===== src/hdl/http_request_field_tagger_macros.svh =====
// Assertion macros shared by the HTTP request field tagger.
`ifndef HTTP_REQUEST_FIELD_TAGGER_MACROS_SVH
`define HTTP_REQUEST_FIELD_TAGGER_MACROS_SVH

// Checks that cons holds in the same cycle whenever ante holds.
`define HRFT_ASSERT_NOW(lbl, ante, cons) \
    lbl: assert property (@(posedge i_clk) disable iff (!i_rst_n) (ante) |-> (cons)) \
        else $error("hrft: same-cycle check failed");

// Checks that cons holds in the cycle after ante.
`define HRFT_ASSERT_NEXT(lbl, ante, cons) \
    lbl: assert property (@(posedge i_clk) disable iff (!i_rst_n) (ante) |=> (cons)) \
        else $error("hrft: next-cycle check failed");

`endif


===== src/hdl/hrft_pkg.sv =====
// Types, constants and helper functions of the HTTP request field tagger.
package hrft_pkg;

    localparam int MAX_QUERIES = 16;
    localparam int MAX_HEADERS = 64;
    localparam int NUM_METHODS = 9;
    localparam logic [3:0] METHOD_UNKNOWN = 4'd9;

    localparam int FIFO_DEPTH = 4;
    localparam int PTR_W      = $clog2(FIFO_DEPTH);
    localparam int CNT_W      = $clog2(FIFO_DEPTH + 1);

    // ASCII codes the parser reacts to.
    localparam logic [7:0] CH_SP    = 8'h20;
    localparam logic [7:0] CH_LF    = 8'h0A;
    localparam logic [7:0] CH_CR    = 8'h0D;
    localparam logic [7:0] CH_SLASH = 8'h2F;
    localparam logic [7:0] CH_QMARK = 8'h3F;
    localparam logic [7:0] CH_AMP   = 8'h26;
    localparam logic [7:0] CH_EQ    = 8'h3D;
    localparam logic [7:0] CH_COLON = 8'h3A;

    localparam logic [0:NUM_METHODS-1][0:7][7:0] METHOD_NAMES = '{
        '{"G", "E", "T", 8'h00, 8'h00, 8'h00, 8'h00, 8'h00},
        '{"P", "O", "S", "T", 8'h00, 8'h00, 8'h00, 8'h00},
        '{"H", "E", "A", "D", 8'h00, 8'h00, 8'h00, 8'h00},
        '{"P", "U", "T", 8'h00, 8'h00, 8'h00, 8'h00, 8'h00},
        '{"D", "E", "L", "E", "T", "E", 8'h00, 8'h00},
        '{"C", "O", "N", "N", "E", "C", "T", 8'h00},
        '{"O", "P", "T", "I", "O", "N", "S", 8'h00},
        '{"T", "R", "A", "C", "E", 8'h00, 8'h00, 8'h00},
        '{"P", "A", "T", "C", "H", 8'h00, 8'h00, 8'h00}
    };

    localparam logic [0:NUM_METHODS-1][2:0] METHOD_LENS = '{
        3'd3, 3'd4, 3'd4, 3'd3, 3'd6, 3'd7, 3'd7, 3'd5, 3'd5
    };

    typedef enum logic [2:0] {
        CLS_METHOD = 3'd0,
        CLS_PATH   = 3'd1,
        CLS_QKEY   = 3'd2,
        CLS_QVAL   = 3'd3,
        CLS_HKEY   = 3'd4,
        CLS_HVAL   = 3'd5,
        CLS_BODY   = 3'd6,
        CLS_DELIM  = 3'd7
    } t_class;

    typedef enum logic [3:0] {
        PH_METHOD  = 4'd0,
        PH_PREPATH = 4'd1,
        PH_PATH    = 4'd2,
        PH_QKEY    = 4'd3,
        PH_QVAL    = 4'd4,
        PH_VERSION = 4'd5,
        PH_HKEY    = 4'd6,
        PH_HVAL    = 4'd7,
        PH_BODY    = 4'd8
    } t_phase;

    typedef struct packed {
        logic [7:0] in_byte;
        logic       end_of_request;
    } t_in_word;

    typedef struct packed {
        logic [7:0] data_byte;
        logic [2:0] byte_class;
        logic [5:0] item_index;
        logic       item_end;
        logic [3:0] method_code;
        logic       method_done;
        logic       no_separator;
        logic [4:0] query_total;
        logic [6:0] header_total;
        logic       count_overflow;
        logic       last;
    } t_out_word;

    // What the parser hands to the output queue for one accepted input word.
    typedef struct packed {
        logic      push_pend;
        logic      push_cur;
        t_out_word pend_word;
        t_out_word cur_word;
    } t_push;

    function automatic logic [5:0] clamp_index(input logic [6:0] v);
        return (v > 7'd63) ? 6'd63 : v[5:0];
    endfunction

endpackage


===== src/hdl/hrft_parser.sv =====
// Byte classifier: parse phase, method matcher, counters and the one-word hold-back.
module hrft_parser (
    input  logic             i_clk,
    input  logic             i_rst_n,
    input  logic             i_accept,
    input  hrft_pkg::t_in_word i_word,
    output hrft_pkg::t_push  o_push
);

    hrft_pkg::t_phase          r_phase, n_phase;
    logic [hrft_pkg::NUM_METHODS-1:0] r_match, n_match;
    logic [3:0]                r_pos, n_pos;
    logic [4:0]                r_qcnt, n_qcnt;
    logic [6:0]                r_hcnt, n_hcnt;
    logic [1:0]                r_blank, n_blank;
    logic                      r_sep, n_sep;
    logic                      r_ovf, n_ovf;
    logic                      r_pend_valid;
    hrft_pkg::t_out_word       r_pend;

    logic [7:0]                b;
    logic                      colon_space;
    logic                      blank_line;
    logic [3:0]                method_res;
    hrft_pkg::t_out_word       cur;
    hrft_pkg::t_out_word       pend_out;

    assign b = i_word.in_byte;

    // A ':' held back in a header key becomes the separator when a space follows.
    assign colon_space = (r_phase == hrft_pkg::PH_HKEY) && r_pend_valid &&
                         (r_pend.byte_class == hrft_pkg::CLS_HKEY) &&
                         (r_pend.data_byte == hrft_pkg::CH_COLON) && (b == hrft_pkg::CH_SP);

    always_comb begin
        pend_out = r_pend;
        if (colon_space) begin
            pend_out.byte_class = hrft_pkg::CLS_DELIM;
            pend_out.item_end   = 1'b1;
        end
    end

    always_comb begin
        method_res = hrft_pkg::METHOD_UNKNOWN;
        for (int k = hrft_pkg::NUM_METHODS - 1; k >= 0; k--) begin
            if (r_match[k] && ({1'b0, hrft_pkg::METHOD_LENS[k]} == r_pos)) begin
                method_res = 4'(k);
            end
        end
    end

    always_comb begin
        n_phase    = r_phase;
        n_match    = r_match;
        n_pos      = r_pos;
        n_qcnt     = r_qcnt;
        n_hcnt     = r_hcnt;
        n_sep      = r_sep;
        n_ovf      = r_ovf;
        blank_line = 1'b0;

        cur                = '0;
        cur.data_byte      = b;
        cur.byte_class     = hrft_pkg::CLS_DELIM;
        cur.last           = i_word.end_of_request;

        if (b == hrft_pkg::CH_CR) begin
            n_blank = (r_blank == 2'd2) ? 2'd3 : 2'd1;
        end else if (b == hrft_pkg::CH_LF) begin
            blank_line = (r_blank == 2'd3);
            n_blank    = (r_blank == 2'd1) ? 2'd2 : 2'd0;
        end else begin
            n_blank = 2'd0;
        end

        unique case (r_phase)
            hrft_pkg::PH_METHOD: begin
                if (b == hrft_pkg::CH_SP || b == hrft_pkg::CH_LF) begin
                    cur.method_done = 1'b1;
                    cur.method_code = (b == hrft_pkg::CH_SP) ? method_res
                                                             : hrft_pkg::METHOD_UNKNOWN;
                    n_phase = (b == hrft_pkg::CH_SP) ? hrft_pkg::PH_PREPATH
                                                     : hrft_pkg::PH_HKEY;
                end else begin
                    cur.byte_class = hrft_pkg::CLS_METHOD;
                    for (int k = 0; k < hrft_pkg::NUM_METHODS; k++) begin
                        if (r_pos >= {1'b0, hrft_pkg::METHOD_LENS[k]} ||
                            hrft_pkg::METHOD_NAMES[k][r_pos[2:0]] != b) begin
                            n_match[k] = 1'b0;
                        end
                    end
                    if (r_pos != 4'd15) begin
                        n_pos = r_pos + 4'd1;
                    end
                end
            end
            hrft_pkg::PH_PREPATH: begin
                if (b == hrft_pkg::CH_SLASH) begin
                    cur.byte_class = hrft_pkg::CLS_PATH;
                    n_phase        = hrft_pkg::PH_PATH;
                end else if (b == hrft_pkg::CH_SP) begin
                    n_phase = hrft_pkg::PH_VERSION;
                end else if (b == hrft_pkg::CH_LF) begin
                    n_phase = hrft_pkg::PH_HKEY;
                end
            end
            hrft_pkg::PH_PATH: begin
                if (b == hrft_pkg::CH_SP) begin
                    cur.item_end = 1'b1;
                    n_phase      = hrft_pkg::PH_VERSION;
                end else if (b == hrft_pkg::CH_QMARK) begin
                    cur.item_end = 1'b1;
                    n_phase      = hrft_pkg::PH_QKEY;
                end else if (b == hrft_pkg::CH_LF) begin
                    cur.item_end = 1'b1;
                    n_phase      = hrft_pkg::PH_HKEY;
                end else if (b != hrft_pkg::CH_CR) begin
                    cur.byte_class = hrft_pkg::CLS_PATH;
                end
            end
            hrft_pkg::PH_QKEY, hrft_pkg::PH_QVAL: begin
                cur.item_index = hrft_pkg::clamp_index({2'b00, r_qcnt});
                if (b == hrft_pkg::CH_SP || b == hrft_pkg::CH_LF || b == hrft_pkg::CH_AMP) begin
                    cur.item_end = 1'b1;
                    if (r_qcnt < 5'(hrft_pkg::MAX_QUERIES)) begin
                        n_qcnt = r_qcnt + 5'd1;
                    end else begin
                        n_ovf = 1'b1;
                    end
                    if (b == hrft_pkg::CH_SP) begin
                        n_phase = hrft_pkg::PH_VERSION;
                    end else if (b == hrft_pkg::CH_LF) begin
                        n_phase = hrft_pkg::PH_HKEY;
                    end else begin
                        n_phase = hrft_pkg::PH_QKEY;
                    end
                end else if (b == hrft_pkg::CH_EQ && r_phase == hrft_pkg::PH_QKEY) begin
                    cur.item_end = 1'b1;
                    n_phase      = hrft_pkg::PH_QVAL;
                end else if (b != hrft_pkg::CH_QMARK && b != hrft_pkg::CH_CR) begin
                    cur.byte_class = (r_phase == hrft_pkg::PH_QKEY) ? hrft_pkg::CLS_QKEY
                                                                    : hrft_pkg::CLS_QVAL;
                end
            end
            hrft_pkg::PH_VERSION: begin
                if (b == hrft_pkg::CH_LF) begin
                    n_phase = hrft_pkg::PH_HKEY;
                end
            end
            hrft_pkg::PH_HKEY, hrft_pkg::PH_HVAL: begin
                if (b == hrft_pkg::CH_LF) begin
                    if (blank_line) begin
                        n_phase = hrft_pkg::PH_BODY;
                    end else begin
                        cur.item_index   = hrft_pkg::clamp_index(r_hcnt);
                        cur.item_end     = 1'b1;
                        cur.no_separator = !r_sep;
                        if (r_hcnt < 7'(hrft_pkg::MAX_HEADERS)) begin
                            n_hcnt = r_hcnt + 7'd1;
                        end else begin
                            n_ovf = 1'b1;
                        end
                        n_sep   = 1'b0;
                        n_phase = hrft_pkg::PH_HKEY;
                    end
                end else if (b != hrft_pkg::CH_CR) begin
                    cur.item_index = hrft_pkg::clamp_index(r_hcnt);
                    if (colon_space) begin
                        n_sep   = 1'b1;
                        n_phase = hrft_pkg::PH_HVAL;
                    end else begin
                        cur.byte_class = (r_phase == hrft_pkg::PH_HKEY) ? hrft_pkg::CLS_HKEY
                                                                        : hrft_pkg::CLS_HVAL;
                    end
                end
            end
            default: begin
                cur.byte_class = hrft_pkg::CLS_BODY;
            end
        endcase

        // Totals carry the counts as they stand after this byte.
        cur.query_total    = n_qcnt;
        cur.header_total   = n_hcnt;
        cur.count_overflow = n_ovf;
    end

    always_comb begin
        o_push.push_pend = i_accept && r_pend_valid;
        o_push.push_cur  = i_accept && i_word.end_of_request;
        o_push.pend_word = pend_out;
        o_push.cur_word  = cur;
    end

    always_ff @(posedge i_clk) begin
        if (!i_rst_n) begin
            r_phase      <= hrft_pkg::PH_METHOD;
            r_match      <= {hrft_pkg::NUM_METHODS{1'b1}};
            r_pos        <= 4'd0;
            r_qcnt       <= 5'd0;
            r_hcnt       <= 7'd0;
            r_blank      <= 2'd0;
            r_sep        <= 1'b0;
            r_ovf        <= 1'b0;
            r_pend_valid <= 1'b0;
        end else if (i_accept) begin
            if (i_word.end_of_request) begin
                r_phase      <= hrft_pkg::PH_METHOD;
                r_match      <= {hrft_pkg::NUM_METHODS{1'b1}};
                r_pos        <= 4'd0;
                r_qcnt       <= 5'd0;
                r_hcnt       <= 7'd0;
                r_blank      <= 2'd0;
                r_sep        <= 1'b0;
                r_ovf        <= 1'b0;
                r_pend_valid <= 1'b0;
            end else begin
                r_phase      <= n_phase;
                r_match      <= n_match;
                r_pos        <= n_pos;
                r_qcnt       <= n_qcnt;
                r_hcnt       <= n_hcnt;
                r_blank      <= n_blank;
                r_sep        <= n_sep;
                r_ovf        <= n_ovf;
                r_pend_valid <= 1'b1;
            end
        end
    end

    always_ff @(posedge i_clk) begin
        if (i_accept && !i_word.end_of_request) begin
            r_pend <= cur;
        end
    end

endmodule


===== src/hdl/http_request_field_tagger.sv =====
// Top level of the HTTP request field tagger: byte parser plus output word queue.
//
// Input channel: i_in_valid / o_in_stall / i_in_word carry one request byte per word,
// with end_of_request marking the final byte of a request. Output channel:
// o_out_valid / i_out_stall / o_out_word carry one tagged byte per word.
// A word moves on a rising edge where valid is high and stall is low.
// Each byte's tag is decided when the following byte arrives, because a ':'
// in a header key only becomes the separator if a space follows it. So the
// result for byte N is queued when byte N+1 is accepted. On the final byte
// both the held result and the final one (with last set) are queued at once,
// and the parser returns to its reset state.
// Throughput is one byte per cycle while o_in_stall is low; the parser is a single level of compare
// and select logic between its state registers and a four-word output queue.
// The queue holds off input (o_in_stall) once three words are waiting, so a
// receiver that stalls fills the queue and then pushes back on the sender.
// Reset (synchronous, active low) empties the queue and sets the parser to
// the start of a request.
`include "http_request_field_tagger_macros.svh"

module http_request_field_tagger (
    input  logic                i_clk,
    input  logic                i_rst_n,
    input  logic                i_in_valid,
    output logic                o_in_stall,
    input  hrft_pkg::t_in_word  i_in_word,
    output logic                o_out_valid,
    input  logic                i_out_stall,
    output hrft_pkg::t_out_word o_out_word
);

    logic                               in_accept;
    logic                               out_accept;
    hrft_pkg::t_push                    push;

    // Output queue; entries are payload only, the count tracks occupancy.
    hrft_pkg::t_out_word                r_fifo [hrft_pkg::FIFO_DEPTH];
    logic [hrft_pkg::PTR_W-1:0]         r_wr_ptr, n_wr_ptr;
    logic [hrft_pkg::PTR_W-1:0]         r_rd_ptr, n_rd_ptr;
    logic [hrft_pkg::CNT_W-1:0]         r_count, n_count;
    logic [hrft_pkg::PTR_W-1:0]         wr_ptr_nx;

    // Stall depends on the queue fill only, so it never waits on valid.
    assign o_in_stall  = (r_count > hrft_pkg::CNT_W'(hrft_pkg::FIFO_DEPTH - 2));
    assign in_accept   = i_in_valid && !o_in_stall;
    assign o_out_valid = (r_count != '0);
    assign out_accept  = o_out_valid && !i_out_stall;
    assign o_out_word  = r_fifo[r_rd_ptr];
    assign wr_ptr_nx   = r_wr_ptr + hrft_pkg::PTR_W'(1);

    hrft_parser u_parser (
        .i_clk    (i_clk),
        .i_rst_n  (i_rst_n),
        .i_accept (in_accept),
        .i_word   (i_in_word),
        .o_push   (push)
    );

    // One accepted byte can queue zero, one or two words.
    always_comb begin
        n_wr_ptr = r_wr_ptr + hrft_pkg::PTR_W'(push.push_pend) + hrft_pkg::PTR_W'(push.push_cur);
        n_rd_ptr = r_rd_ptr + hrft_pkg::PTR_W'(out_accept);
        n_count  = r_count + hrft_pkg::CNT_W'(push.push_pend)
                           + hrft_pkg::CNT_W'(push.push_cur)
                           - hrft_pkg::CNT_W'(out_accept);
    end

    always_ff @(posedge i_clk) begin
        if (!i_rst_n) begin
            r_wr_ptr <= '0;
            r_rd_ptr <= '0;
            r_count  <= '0;
        end else begin
            r_wr_ptr <= n_wr_ptr;
            r_rd_ptr <= n_rd_ptr;
            r_count  <= n_count;
        end
    end

    // The held word goes in first so that words leave in byte order.
    always_ff @(posedge i_clk) begin
        if (push.push_pend) begin
            r_fifo[r_wr_ptr] <= push.pend_word;
            if (push.push_cur) begin
                r_fifo[wr_ptr_nx] <= push.cur_word;
            end
        end else if (push.push_cur) begin
            r_fifo[r_wr_ptr] <= push.cur_word;
        end
    end

    // The queue never holds more words than it has entries.
    `HRFT_ASSERT_NOW(a_count_bound, 1'b1, r_count <= hrft_pkg::CNT_W'(hrft_pkg::FIFO_DEPTH))

    // The final byte of a request always leaves at least one word queued.
    `HRFT_ASSERT_NEXT(a_eor_queued, in_accept && i_in_word.end_of_request, r_count != '0)

    // A method report is always carried on a delimiter byte.
    `HRFT_ASSERT_NOW(a_method_on_delim, o_out_valid && o_out_word.method_done,
        o_out_word.byte_class == hrft_pkg::CLS_DELIM)

    // Totals saturate at their limits.
    `HRFT_ASSERT_NOW(a_totals_bound, o_out_valid,
        (o_out_word.query_total <= 5'(hrft_pkg::MAX_QUERIES)) &&
        (o_out_word.header_total <= 7'(hrft_pkg::MAX_HEADERS)))

endmodule


===== config.mk =====
export PLATFORM = sky130hd
export DESIGN_NAME = http_request_field_tagger
export DESIGN_NICKNAME = d
export VERILOG_FILES = /design/src/hdl/hrft_pkg.sv /design/src/hdl/hrft_parser.sv /design/src/hdl/http_request_field_tagger.sv
export VERILOG_INCLUDE_DIRS = /design/src /design/src/hdl
export SDC_FILE = /design/constraint.sdc
export NUM_CORES = 1
export LEC_CHECK = 0
export BUFFER_PORTS_ARGS = -buffer_cell sky130_fd_sc_hd__buf_2
export CAP_MARGIN = 25
export CORE_UTILIZATION = 50
export DETAILED_ROUTE_END_ITERATION = 8
export MAX_ROUTING_LAYER = met4
export PLACE_DENSITY = 0.65
export RECOVER_POWER = 25
export SKIP_LAST_GASP = 1
export SYNTH_ARGS = -nofsm -noshare
export SYNTH_HDL_FRONTEND = slang
export SYNTH_SLANG_ARGS = --single-unit

===== constraint.sdc =====
create_clock -name i_clk -period 10.7 [get_ports i_clk]
set_input_delay 1.07 -clock i_clk [delete_from_list [all_inputs] [get_ports i_clk]]
set_output_delay 1.07 -clock i_clk [all_outputs]
set_load 0.005 [all_outputs]

Yosys cells after proc, flatten, opt, wreduce, memory -nomap -nowiden. Memory sizes are Yosys's and may differ from the RTL's. A register that Yosys moved wholly into a read port is not among the register bits. Cells that the tools add are included.

Bits in registers: 79. Latch bits: 0. RAM bits: 152. Memory bits (read-only): 576. Input port bits: 13. Output and inout bits: 40. Word-level logic and storage cells: 304. Memories: 10.

Add/sub/neg operators: 10. Multipliers: 0. Div/mod/pow operators: 0. Magnitude comparators: 10. Equal/unequal tests: 42. Shift operators: 0. Muxes and demuxes: 133. Bitwise gates (word level): 2. Reductions and logical operators: 66.

Memory list: r_fifo (words 4, bits a word 38, rd ports 1, clocked after Yosys merged registers in 1, write ports 2, RTL line http_request_field_tagger.sv:36) `hrft_pkg::t_out_word r_fifo [hrft_pkg::FIFO_DEPTH];`; (no name shown) (words 8, bits a word 8, rd ports 1, clocked after Yosys merged registers in 0, write ports 0, RTL line hrft_parser.sv:88) `hrft_pkg::METHOD_NAMES[k][r_pos[2:0]] != b) begin`; (no name shown) (words 8, bits a word 8, rd ports 1, clocked after Yosys merged registers in 0, write ports 0, RTL line hrft_parser.sv:88); (no name shown) (words 8, bits a word 8, rd ports 1, clocked after Yosys merged registers in 0, write ports 0, RTL line hrft_parser.sv:88); (no name shown) (words 8, bits a word 8, rd ports 1, clocked after Yosys merged registers in 0, write ports 0, RTL line hrft_parser.sv:88); (no name shown) (words 8, bits a word 8, rd ports 1, clocked after Yosys merged registers in 0, write ports 0, RTL line hrft_parser.sv:88); 4 more memories.

Operator list (number): 8-bit 2-to-1 mux (18); 4-bit 2-to-1 mux (27); 8-bit != test (9); 8-bit by 6-bit == test with 1-bit output, second input constant (6); 1-bit 2-to-1 mux (44); 3-bit 2-to-1 mux (14); 7-bit 2-to-1 mux (6); 4-bit AND reduction (10); 38-bit 2-to-1 mux (1); 9-bit 2-to-1 mux (4); 5-bit 2-to-1 mux (6); 4-bit case mux with 6 select lines (1); 2-bit nonzero test (12); 1-bit logical AND (20); 3-bit case mux with 6 select lines (1); 3-bit by 4-bit == test with 1-bit output, first input constant (4); 4-bit by 3-bit == test with 1-bit output, second input constant (4); 8-bit by 4-bit == test with 1-bit output, second input constant (2); 4-bit by 3-bit greater-or-equal comparator with 1-bit output, second input constant (4); 2-bit 2-to-1 mux (6); 6-bit 2-to-1 mux (2); 4-bit by 2-bit != test with 1-bit output, second input constant (3); 6-bit case mux with 2 select lines (1); 1-bit logical OR (11); 36 further kinds (47).

Depth between registers and ports, before layout. Gate-level depths: netlist of run 1.

Word-level depth: 15. Gate-level depth with buffers: 12. Mapped depth without buffers: 10.

Cells and area by module. From an unflattened synthesis of run 1, not the netlist that was laid out.

Cell total of the unflattened synthesis: 1103. Area, all modules: 12628.4 µm².

Modules (own cells, without submodules): http_request_field_tagger (instances 1, cells an instance 523, area an instance 7614.8 µm², sequential area each 4704.5 µm²); hrft_parser (instances 1, cells an instance 580, area an instance 5013.6 µm², sequential area each 1821.7 µm²).

Worst setup path after synthesis of run 1. OpenSTA, ideal clock, no wires.

Kind: input-to-reg. Start: input i_in_word[0] in the netlist's numbering. End: memory r_fifo[2][0] in the netlist's numbering, enable pin. Setup time: 446 ps. Arrival: 3509 ps. Required time: 10254 ps. Slack: 6745 ps. Stages on the path: 4. Buffers on the path: 2. Path through: clkbuf_1 clkbuf_1 nand2_1 a21oi_1.

RTL lines: start: declaration (RTL line http_request_field_tagger.sv:25) `input hrft_pkg::t_in_word i_in_word,`; end: declaration (RTL line http_request_field_tagger.sv:36).

==> results.toml, run 1 <==
[detailed_routing]
totalWireLength_microns = 29700
dr.pass1.iters = 5
wl_per_cell_microns = 20.0
initialDrtViolationCount = 703
antenna_left = 0
vias_per_cell = 5.90
drc = 0
vias = 8785

[clocking]
clk_pin_slew_ns = 0.06
cts-root-buf = "clkbuf_16"
postCtsHoldBufs = 0
cts_sinks = 231
clockBufferDepth = 3
cts_buffers = 27
clk_latency_ns = 0.54
cts_tree = "built"
post_cts_buffers = 0
cts_resized = 0
cts.htree.levels = 1

[power_and_ir_drop]
power_density_nw_per_um2 = 206
vdd_drop_max_mv = 0.132
total_leakage_power_nw = 5.07

[worst_setup_path]
crit_chain = "clkbuf_1 > a22oi_1 > nor2_1 > clkbuf_1"
path_buf_inv = 2
r2r.worst_path.cells = 5
worstPathRequired_ns = 10.83
slowest_stage = "clkbuf_1"
slowest_delay_ns = 1.31
r2r-start = "r_count[0]$_SDFF_PN0_"
crit_family = "buffers and inverters"
worstReg2RegEnd = "r_fifo[0][35]$_DFFE_PP_"
worst_setup_path_start_kind = "input pin"
criticalPathCategory = "input pin to register"
critPathCaptureType = "register"
reg2reg_slack_ns = 6.76
cp.arrival_ns = 4.58
cp_max_fo = 25
path_common_cell = "clkbuf_1"

[die]
core_area_sq_um = 23700
start_util_pct = 51.5
io_pins = 53
die_h_microns = 158
die_w_microns = 158
num_rows = 56
die-area_sq_um = 25000

[synth]
synth_nets = 1170
synth_flop_cell = "edfxtp_1"
ys_warn_count = 0
async_flop_share_pct = 0
synth-edff-count = 190
syn_area_per_cell_sq_um = 10.7
synth_cells = 1142
syn-cell-area_sq_um = 12200
synth_seq_cells = 231
yosysUniqueCellTypes = 73
ys_seq_area_share_pct = 53.6

[global_routing]
grtUsageTotal_pct = 25.1
grtUsageMet1_pct = 33.8
grt_max_degree = 50
grtUsageMet2_pct = 40.6
first_global_vias = 8505
grt-busiest-layer = "met2"
grt-ovfl-total = 0
grt_pass1_wl_microns = 46700
antenna_found_initial = 0
gr-usage-met3_pct = 2.93

[placement]
dp_hpwl_microns = 18800
io_buffers = 52
gp_congestion = 0.939

[sta]
timing.max_slew.rel_slack_pct = -85.6
hold_viol_final = 0
setup-violations-final = 0
fin_crit_sh_pct = 41.6
min_period_ns = 4.45
rsz0062_at_grt = "no"
max_freq_mhz = 225
final.setup.tns_ns = 0
holdWs_ns = 0.464
finalMaxSlewViolations = 65
finClkSkew_ns = 0.0232
worstMarginPinSlew_ns = 2.78

[hold_path]
hold-path-endpoint = "u_parser.r_match[6]$_SDFFE_PN1P_"
hold_depth = 2
min_path_type = "register to register"
hold_start = "u_parser.r_match[6]$_SDFFE_PN1P_"

[layout]
area_growth_pct = 11.1
nets = 1177
antenna_cells = 0
drive_gt1_share_pct = 14.3
final_common_cell = "nand2_1"
final_cell_mix = "nand2_1 (203), edfxtp_1 (190), o21ai_0 (151)"

[job]
cap_violations = 3

[status]
status = "finished with violations"
violations = "capacitance limit, slew limit"
cell usage after synthesis, types with 11 or more instances:
cell type	instances	area share, %
clkbuf_1	76	2.3
nand2_1	203	6.3
nand2b_1	14	0.72
xor2_1	11	0.79
edfxtp_1	190	47
mux2i_1	21	1.7
and2_1	16	0.82
a21oi_1	34	1.4
o21ai_0	152	6.2
and3_1	12	0.62
nor3_1	17	0.70
nand3_1	18	0.74
dfxtp_1	41	6.7
xnor2_1	20	1.4
nor2_1	44	1.4
ha_1	12	1.2
mux4_2	38	7.0
inv_1	47	1.4
layout make-up:
type	instances	area (sq um)
timing repair buffer	66	347
inverter	48	180
clock inverter	16	203
clock buffer	34	732
sequential	231	6530
fill	2030	10100
multi-input combinational	775	5150
tap	319	399
worst max path at each step:
stage / from / end / slack, ns / cells past startpoint
floorplan: i_in_word[0] / r_fifo[2][0]$_DFFE_PP_ / 6.75 / 4
global placement: i_in_word[4] / r_fifo[1][10]$_DFFE_PP_ / 6.85 / 6
detailed placement: i_in_word[4] / r_fifo[1][10]$_DFFE_PP_ / 6.80 / 6
CTS: r_rd_ptr[0]$_SDFF_PN0_ / o_out_word[28] / 7.22 / 3
global route: i_in_word[0] / r_fifo[0][33]$_DFFE_PP_ / 6.06 / 4
finish: i_in_word[0] / r_fifo[0][35]$_DFFE_PP_ / 6.25 / 4
worst min-delay path, delay by kind of cell (launching register included):
kind | cells | cell delay (ns)
flip-flops | 1 | 0.30
AO/OA/AOI/OAI | 1 | 0.07
buffers and inverters | 1 | 0.04
flip-flops by register name, summed over array words and instances, names as in the netlist:
signal and flops:
u_parser.r_qcnt 5, u_parser.r_pend 4, u_parser.r_match 9, u_parser.r_hcnt 7, u_parser.r_ovf 1, u_parser.r_blank 2
r_fifo 152, u_parser.o_push 34, u_parser.r_sep 1, u_parser.r_phase 4, u_parser.r_pos 4, r_count 3
r_wr_ptr 2, r_rd_ptr 2, u_parser.r_pend_valid 1
routing by layer:
metal	vias to the layer above	routed length, microns
met4	0	467
met2	310	14300
li1	4192	-
met5	-	0
met3	48	1830
met1	4235	13200
per-stage QoR:
step,instances,power [W],util (%),area (sq um),worst slack (ns)
after floorplan,1142,0.00164,-,12200,6.75
after global routing,1489,0.00293,57.2,13500,6.06
after global placement,1439,0.00185,53.4,12600,6.85
after CTS,1489,0.00281,57.3,13600,7.22
final,1489,0.00279,57.2,13500,6.25
after detailed placement,1439,0.00187,53.4,12600,6.80
logic make-up after synthesis:
logic type / count (synthesis) / share of synthesized area [%]
multiplexers: 69 / 9.67
adder cells (fa/ha/maj): 15 / 1.73
flip-flops: 231 / 53.6
XOR/XNOR: 31 / 2.23
buffers and inverters: 136 / 4.34
AO/OA/AOI/OAI: 267 / 12.7
AND/OR/NAND/NOR: 393 / 15.8
power breakdown:
part	internal, W	switching, W
clock	0.000583	0.000369
sequential	0.00112	0.0000562
combinational	0.000273	0.000393
total	0.00197	0.000819
Note: power is estimated with default switching activity, not from simulation.
==> run 2: changes to the inputs <==
Settings changed: ABC_AREA set to 1, PLACE_DENSITY 0.65 to 0.67.
Clock period 10.7 ns to 4 ns, I/O delays scaled along.
==> run 2 against run 1 <==
Against the previous run:
- the flow still finishes with violations (capacitance limit, slew limit)
- final area increased by 3.9%
- sequential power increased to 2.7 times the previous value
- non-clock buffer count increased by 6
- clock skew decreased by 0.0014 ns
==> results.toml, run 2 <==
[detailed_routing]
wl_met2_microns = 15700
wl_met3_microns = 2510
drc = 0
vias = 10901
totalWireLength_microns = 34100
antenna_left = 0
wl_per_cell_microns = 17.7
initialDrtViolationCount = 1005
dr.max_layer_used = "met4"
wl_met1_microns = 15400
dr.pass1.iters = 5
vias_per_cell = 5.65

[status]
violations = "capacitance limit, slew limit"
status = "finished with violations"

[hold_path]
hold_start = "i_rst_n"
hold-path-endpoint = "r_rd_ptr[0]$_SDFF_PN0_"
min_path_type = "input pin to register"
hold_depth = 3

[worst_setup_path]
cp.arrival_ns = 3.45
worst_setup_path_start_kind = "register"
crit_chain = "inv_1 > ha_1 > inv_1 > nand2_1 > nand2_1 > nor2_4 > inv_1 > nor3_4 > buf_4 > inv_2 > o31ai_4 > buf_4"
cp_max_fo = 38
slowest_stage = "buf_4"
reg2reg_slack_ns = 0.71
crit_start = "r_count[1]$_SDFF_PN0_"
path_common_cell = "inv_1"
worstPathRequired_ns = 4.16
r2r-start = "r_count[1]$_SDFF_PN0_"
path_buf_inv = 6
criticalPathCategory = "register to register"
worstReg2RegEnd = "r_fifo[0][1]$_DFFE_PP_"
crit_family = "buffers and inverters"
slowest_delay_ns = 0.54
critPathCaptureType = "register"
r2r.worst_path.cells = 12
worstSetupPathDepth = 12

[layout]
final_core_util_pct = 55.9
fillCellCount = 2335
area_growth_pct = 9.93
antenna_cells = 0
layout.cells.non_filler = 1928
drive_gt1_share_pct = 8.95
largest_register_ffs = 152
largest_register = "r_fifo"
multiInputGateArea_sq_um = 5470
final_cell_mix = "nand2_1 (428), edfxtp_1 (190), o21ai_0 (189)"
final_common_cell = "nand2_1"
nets = 1606
regArea_sq_um = 6530

[synth]
synth_flop_cell = "edfxtp_1"
ys_seq_area_share_pct = 51.0
synth_common_cells = "nand2_1 (424), edfxtp_1 (190), o21ai_0 (182), nor2_1 (156), nand3_1 (136)"
async_flop_share_pct = 0
ys_warn_count = 0
synth_nets = 1588
syn_area_per_cell_sq_um = 8.21
synth_seq_cells = 231
syn-cell-area_sq_um = 12800
synth_most_common_cell = "nand2_1"
netlist.area_leader.share_pct = 44.6
synth-edff-count = 190
ys_top_cells_by_area = "edfxtp_1 (45%), nand2_1 (12%), o21ai_0 (7.1%)"
yosysUniqueCellTypes = 46
yosysTopAreaCell = "edfxtp_1"
synth_cells = 1560

[sta]
min_period_ns = 3.29
max_freq_mhz = 304
holdWs_ns = 0.187
setup-violations-final = 0
finalMaxSlewViolations = 78
hold_viol_final = 0
worstMarginPinSlew_ns = 1.56
finClkSkew_ns = 0.0218
timing.max_slew.rel_slack_pct = -3.83
fin_crit_sh_pct = 82.2
setup_slack_ns = 0.712
rsz0062_at_grt = "no"

[placement]
dp_cells = 1880
io_buffers = 52
dp_slack_ns = 1.10
gp_congestion = 0.927
dp_hpwl_microns = 22100

[die]
core_area_sq_um = 25200
die-area_sq_um = 26300
start_util_pct = 50.8
die_w_microns = 162
io_pins = 53
num_rows = 58
die_h_microns = 162

[clocking]
postCtsHoldBufs = 0
cts_buffers = 26
clk_pin_slew_ns = 0.06
clk_latency_ns = 0.54
cts_tree = "built"
cts_resized = 0
clockBufferDepth = 3
cts-root-buf = "clkbuf_16"
post_cts_buffers = 0
cts.htree.levels = 1
cts_sinks = 231

[global_routing]
grt_max_degree = 78
antenna_found_initial = 0
first_global_vias = 10209
grt-ovfl-total = 0
grt_pass1_wl_microns = 54300
grtUsageTotal_pct = 27.2

[power_and_ir_drop]
vdd_drop_max_mv = 0.481
power_density_nw_per_um2 = 571
total_leakage_power_nw = 5.78

[job]
cap_violations = 1
==> run 2: power breakdown <==
part	switching (W)	internal (W)	total, W
sequential	0.000138	0.00302	0.00316
combinational	0.00168	0.000802	0.00248
clock	0.000953	0.00145	0.00240
total	0.00277	0.00526	0.00804
==> run 2: worst reg2reg max path: cells and delay by family, from the launching register on <==
| family | cells | cell delay, ns |
|---|---|---|
| flops | 1 | 0.31 |
| compound gates | 1 | 0.06 |
| buf+inv | 6 | 1.34 |
| simple gates | 4 | 1.04 |
| fa+ha+maj | 1 | 0.16 |
==> run 2: how the worst max path moves through the flow <==
stage          slack (ns)                      end
2_1_floorplan       -0.45   r_fifo[0][0]$_DFFE_PP_
3_3_place_gp         1.17  r_fifo[0][37]$_DFFE_PP_
3_5_place_dp         1.10  r_fifo[0][37]$_DFFE_PP_
4_1_cts              1.08  r_fifo[0][15]$_DFFE_PP_
5_1_grt              0.49   r_fifo[0][1]$_DFFE_PP_
6_report             0.71   r_fifo[0][1]$_DFFE_PP_
==> run 2: stage by stage <==
stage	setup TNS [ns]	area (sq um)	power, W
after floorplan	-62.86	12800	0.00491
after global placement	0	13300	0.00567
after detailed placement	0	13300	0.00570
after CTS	0	14200	0.00811
after global routing	0	14100	0.00852
final	0	14100	0.00804
==> run 2: cell type report <==
class	count	share of cell area (%)
clock buffers	29	4.70
flip-flops and latches	231	46.4
clock inverters	19	1.44
inverters	108	2.97
multi-input cells	1139	38.9
well taps	330	2.93
repair buffers	72	2.73
==> run 2: per-layer routing <==
| layer | vias up | global-route usage (%) |
|---|---|---|
| met5 | - | - |
| met3 | 46 | 3.47 |
| li1 | 5349 | - |
| met2 | 377 | 43.6 |
| met1 | 5129 | 36.9 |
| met4 | 0 | 5.96 |
==> run 2: cell families (layout without fill, tap and decap cells) <==
kind of cell,after synthesis,count (layout),share of synthesized area [%]
flip-flops,231,231,51.0
AO/OA/AOI/OAI,296,296,12.5
XOR/XNOR,20,20,1.51
AND/OR/NAND/NOR,808,808,27.3
buffers and inverters,190,228,6.08
adder cells (fa/ha/maj),15,15,1.64
==> run 3: changes to the inputs <==
Settings changed: PLACE_DENSITY 0.67 to 0.65.
Clock period 4 ns to 3.3 ns, I/O delays scaled along.
==> run 3 against run 2 <==
Against the previous run:
- the flow now finishes without violations
- critical path depth stayed put
- clock power is 10% higher
- sequential share of layout area hardly changed
- largest cell class unchanged
==> results.toml, run 3 (synthesis gave the netlist of run 2 again) <==
[status]
status = "finished, final reports clean"

[layout]
final_common_cell = "nand2_1"
final_cell_mix = "nand2_1 (431), edfxtp_1 (190), o21ai_0 (185)"
antenna_cells = 0
nets = 1615
largest_register = "r_fifo"
largest_register_ffs = 152
drive_gt1_share_pct = 9.79
area_growth_pct = 9.98

[worst_setup_path]
path_buf_inv = 5
worst_setup_path_start_kind = "register"
critPathCaptureType = "register"
worstPathRequired_ns = 3.50
cp_max_fo = 47
crit_family = "buffers and inverters"
path_common_cell = "inv_1"
cp.arrival_ns = 2.92
criticalPathCategory = "register to register"
slowest_delay_ns = 0.35
crit_chain = "inv_1 > ha_1 > inv_1 > nand2_1 > nand2_1 > nor2_1 > inv_1 > nor2_4 > nand2_2 > buf_4 > o31ai_4 > buf_12"
slowest_stage = "buf_4"

[sta]
worstMarginPinSlew_ns = 1.12
min_period_ns = 2.71
fin_crit_sh_pct = 82.2
setup_slack_ns = 0.587
hold_viol_final = 0
timing.max_slew.rel_slack_pct = 25.0
holdWs_ns = 0.109
final.setup.tns_ns = 0
finClkSkew_ns = 0.00526
finalMaxSlewViolations = 0
max_freq_mhz = 369
setup-violations-final = 0
rsz0062_at_grt = "no"

[global_routing]
grtUsageTotal_pct = 28.5
grt-ovfl-total = 0
grt_max_degree = 78
first_global_vias = 10052
grt_pass1_wl_microns = 56200
antenna_found_initial = 0

[clocking]
post_cts_buffers = 0
clk_latency_ns = 0.53
cts_resized = 0
cts_sinks = 231
cts.htree.levels = 1
clk_pin_slew_ns = 0.06
cts-root-buf = "clkbuf_16"
cts_tree = "built"
cts_buffers = 25
postCtsHoldBufs = 0
clockBufferDepth = 3

[die]
io_pins = 53
die_h_microns = 162
start_util_pct = 50.8
die_w_microns = 162
die-area_sq_um = 26300
core_area_sq_um = 25200
num_rows = 58

[detailed_routing]
antenna_left = 0
initialDrtViolationCount = 985
vias = 10958
totalWireLength_microns = 35700
drc = 0
vias_per_cell = 5.67
dr.pass1.iters = 6
wl_per_cell_microns = 18.5

[placement]
dp_hpwl_microns = 23500
io_buffers = 52
dp_slack_ns = 0.768
gp_congestion = 0.911

[power_and_ir_drop]
vdd_drop_max_mv = 0.437
power_density_nw_per_um2 = 682
total_leakage_power_nw = 5.82

[job]
cap_violations = 0

[hold_path]
min_path_type = "input pin to register"
## run 3: layout make-up
| type | count | area, sq um |
|---|---|---|
| Fill cell | 2333 | 11100 |
| Clock buffer | 38 | 704 |
| Multi-Input combinational cell | 1139 | 5460 |
| Tap cell | 330 | 413 |
| Clock inverter | 6 | 55.1 |
| Sequential cell | 231 | 6530 |
| Inverter | 108 | 418 |
| Timing Repair Buffer | 82 | 502 |
## run 3: metal layers
| layer | vias to the layer above | global-route usage, % | part of all wire [%] |
|---|---|---|---|
| li1 | 5365 | - | - |
| met3 | 63 | 4.39 | 8.8 |
| met4 | 0 | 8.10 | 2.0 |
| met2 | 447 | 43.7 | 45 |
| met1 | 5083 | 39.2 | 44 |
| met5 | - | - | 0 |
## run 3: worst min-delay path: stages
cell     delay, ns
buf_2         0.16
nand2_1       0.07
inv_1         0.03
## run 3: per-stage QoR
stage	instances	cell area, sq um	power, W	util, %
final	1934	14100	0.00960	55.9
after CTS	1934	14200	0.00966	56.4
after global placement	1890	13500	0.00701	53.4
after floorplan	1560	12800	0.00596	-
after global routing	1934	14100	0.0102	55.9
after detailed placement	1890	13500	0.00702	53.4
## run 3: path summary, 6_finish.rpt
| path | slack [ns] | endpoint | cells past startpoint | from |
|---|---|---|---|---|
| hold / removal | 0.11 | r_count[1]$_SDFF_PN0_ | 3 | i_rst_n |
| hold reg to reg | 0.45 | u_parser.r_match[8]$_SDFFE_PN1P_ | 2 | u_parser.r_match[8]$_SDFFE_PN1P_ |
| setup / recovery | 0.59 | r_fifo[2][8]$_DFFE_PP_ | 12 | r_count[1]$_SDFF_PN0_ |
| setup reg to reg | 0.59 | r_fifo[2][8]$_DFFE_PP_ | 12 | r_count[1]$_SDFF_PN0_ |
## run 3: power by group
group	switching [W]	internal, W	total [W]	leakage, nW
logic	0.00209	0.00103	0.00313	3.36
registers	0.000165	0.00365	0.00382	2.09
clock network	0.00112	0.00154	0.00265	0.368
total	0.00338	0.00622	0.00960	5.82
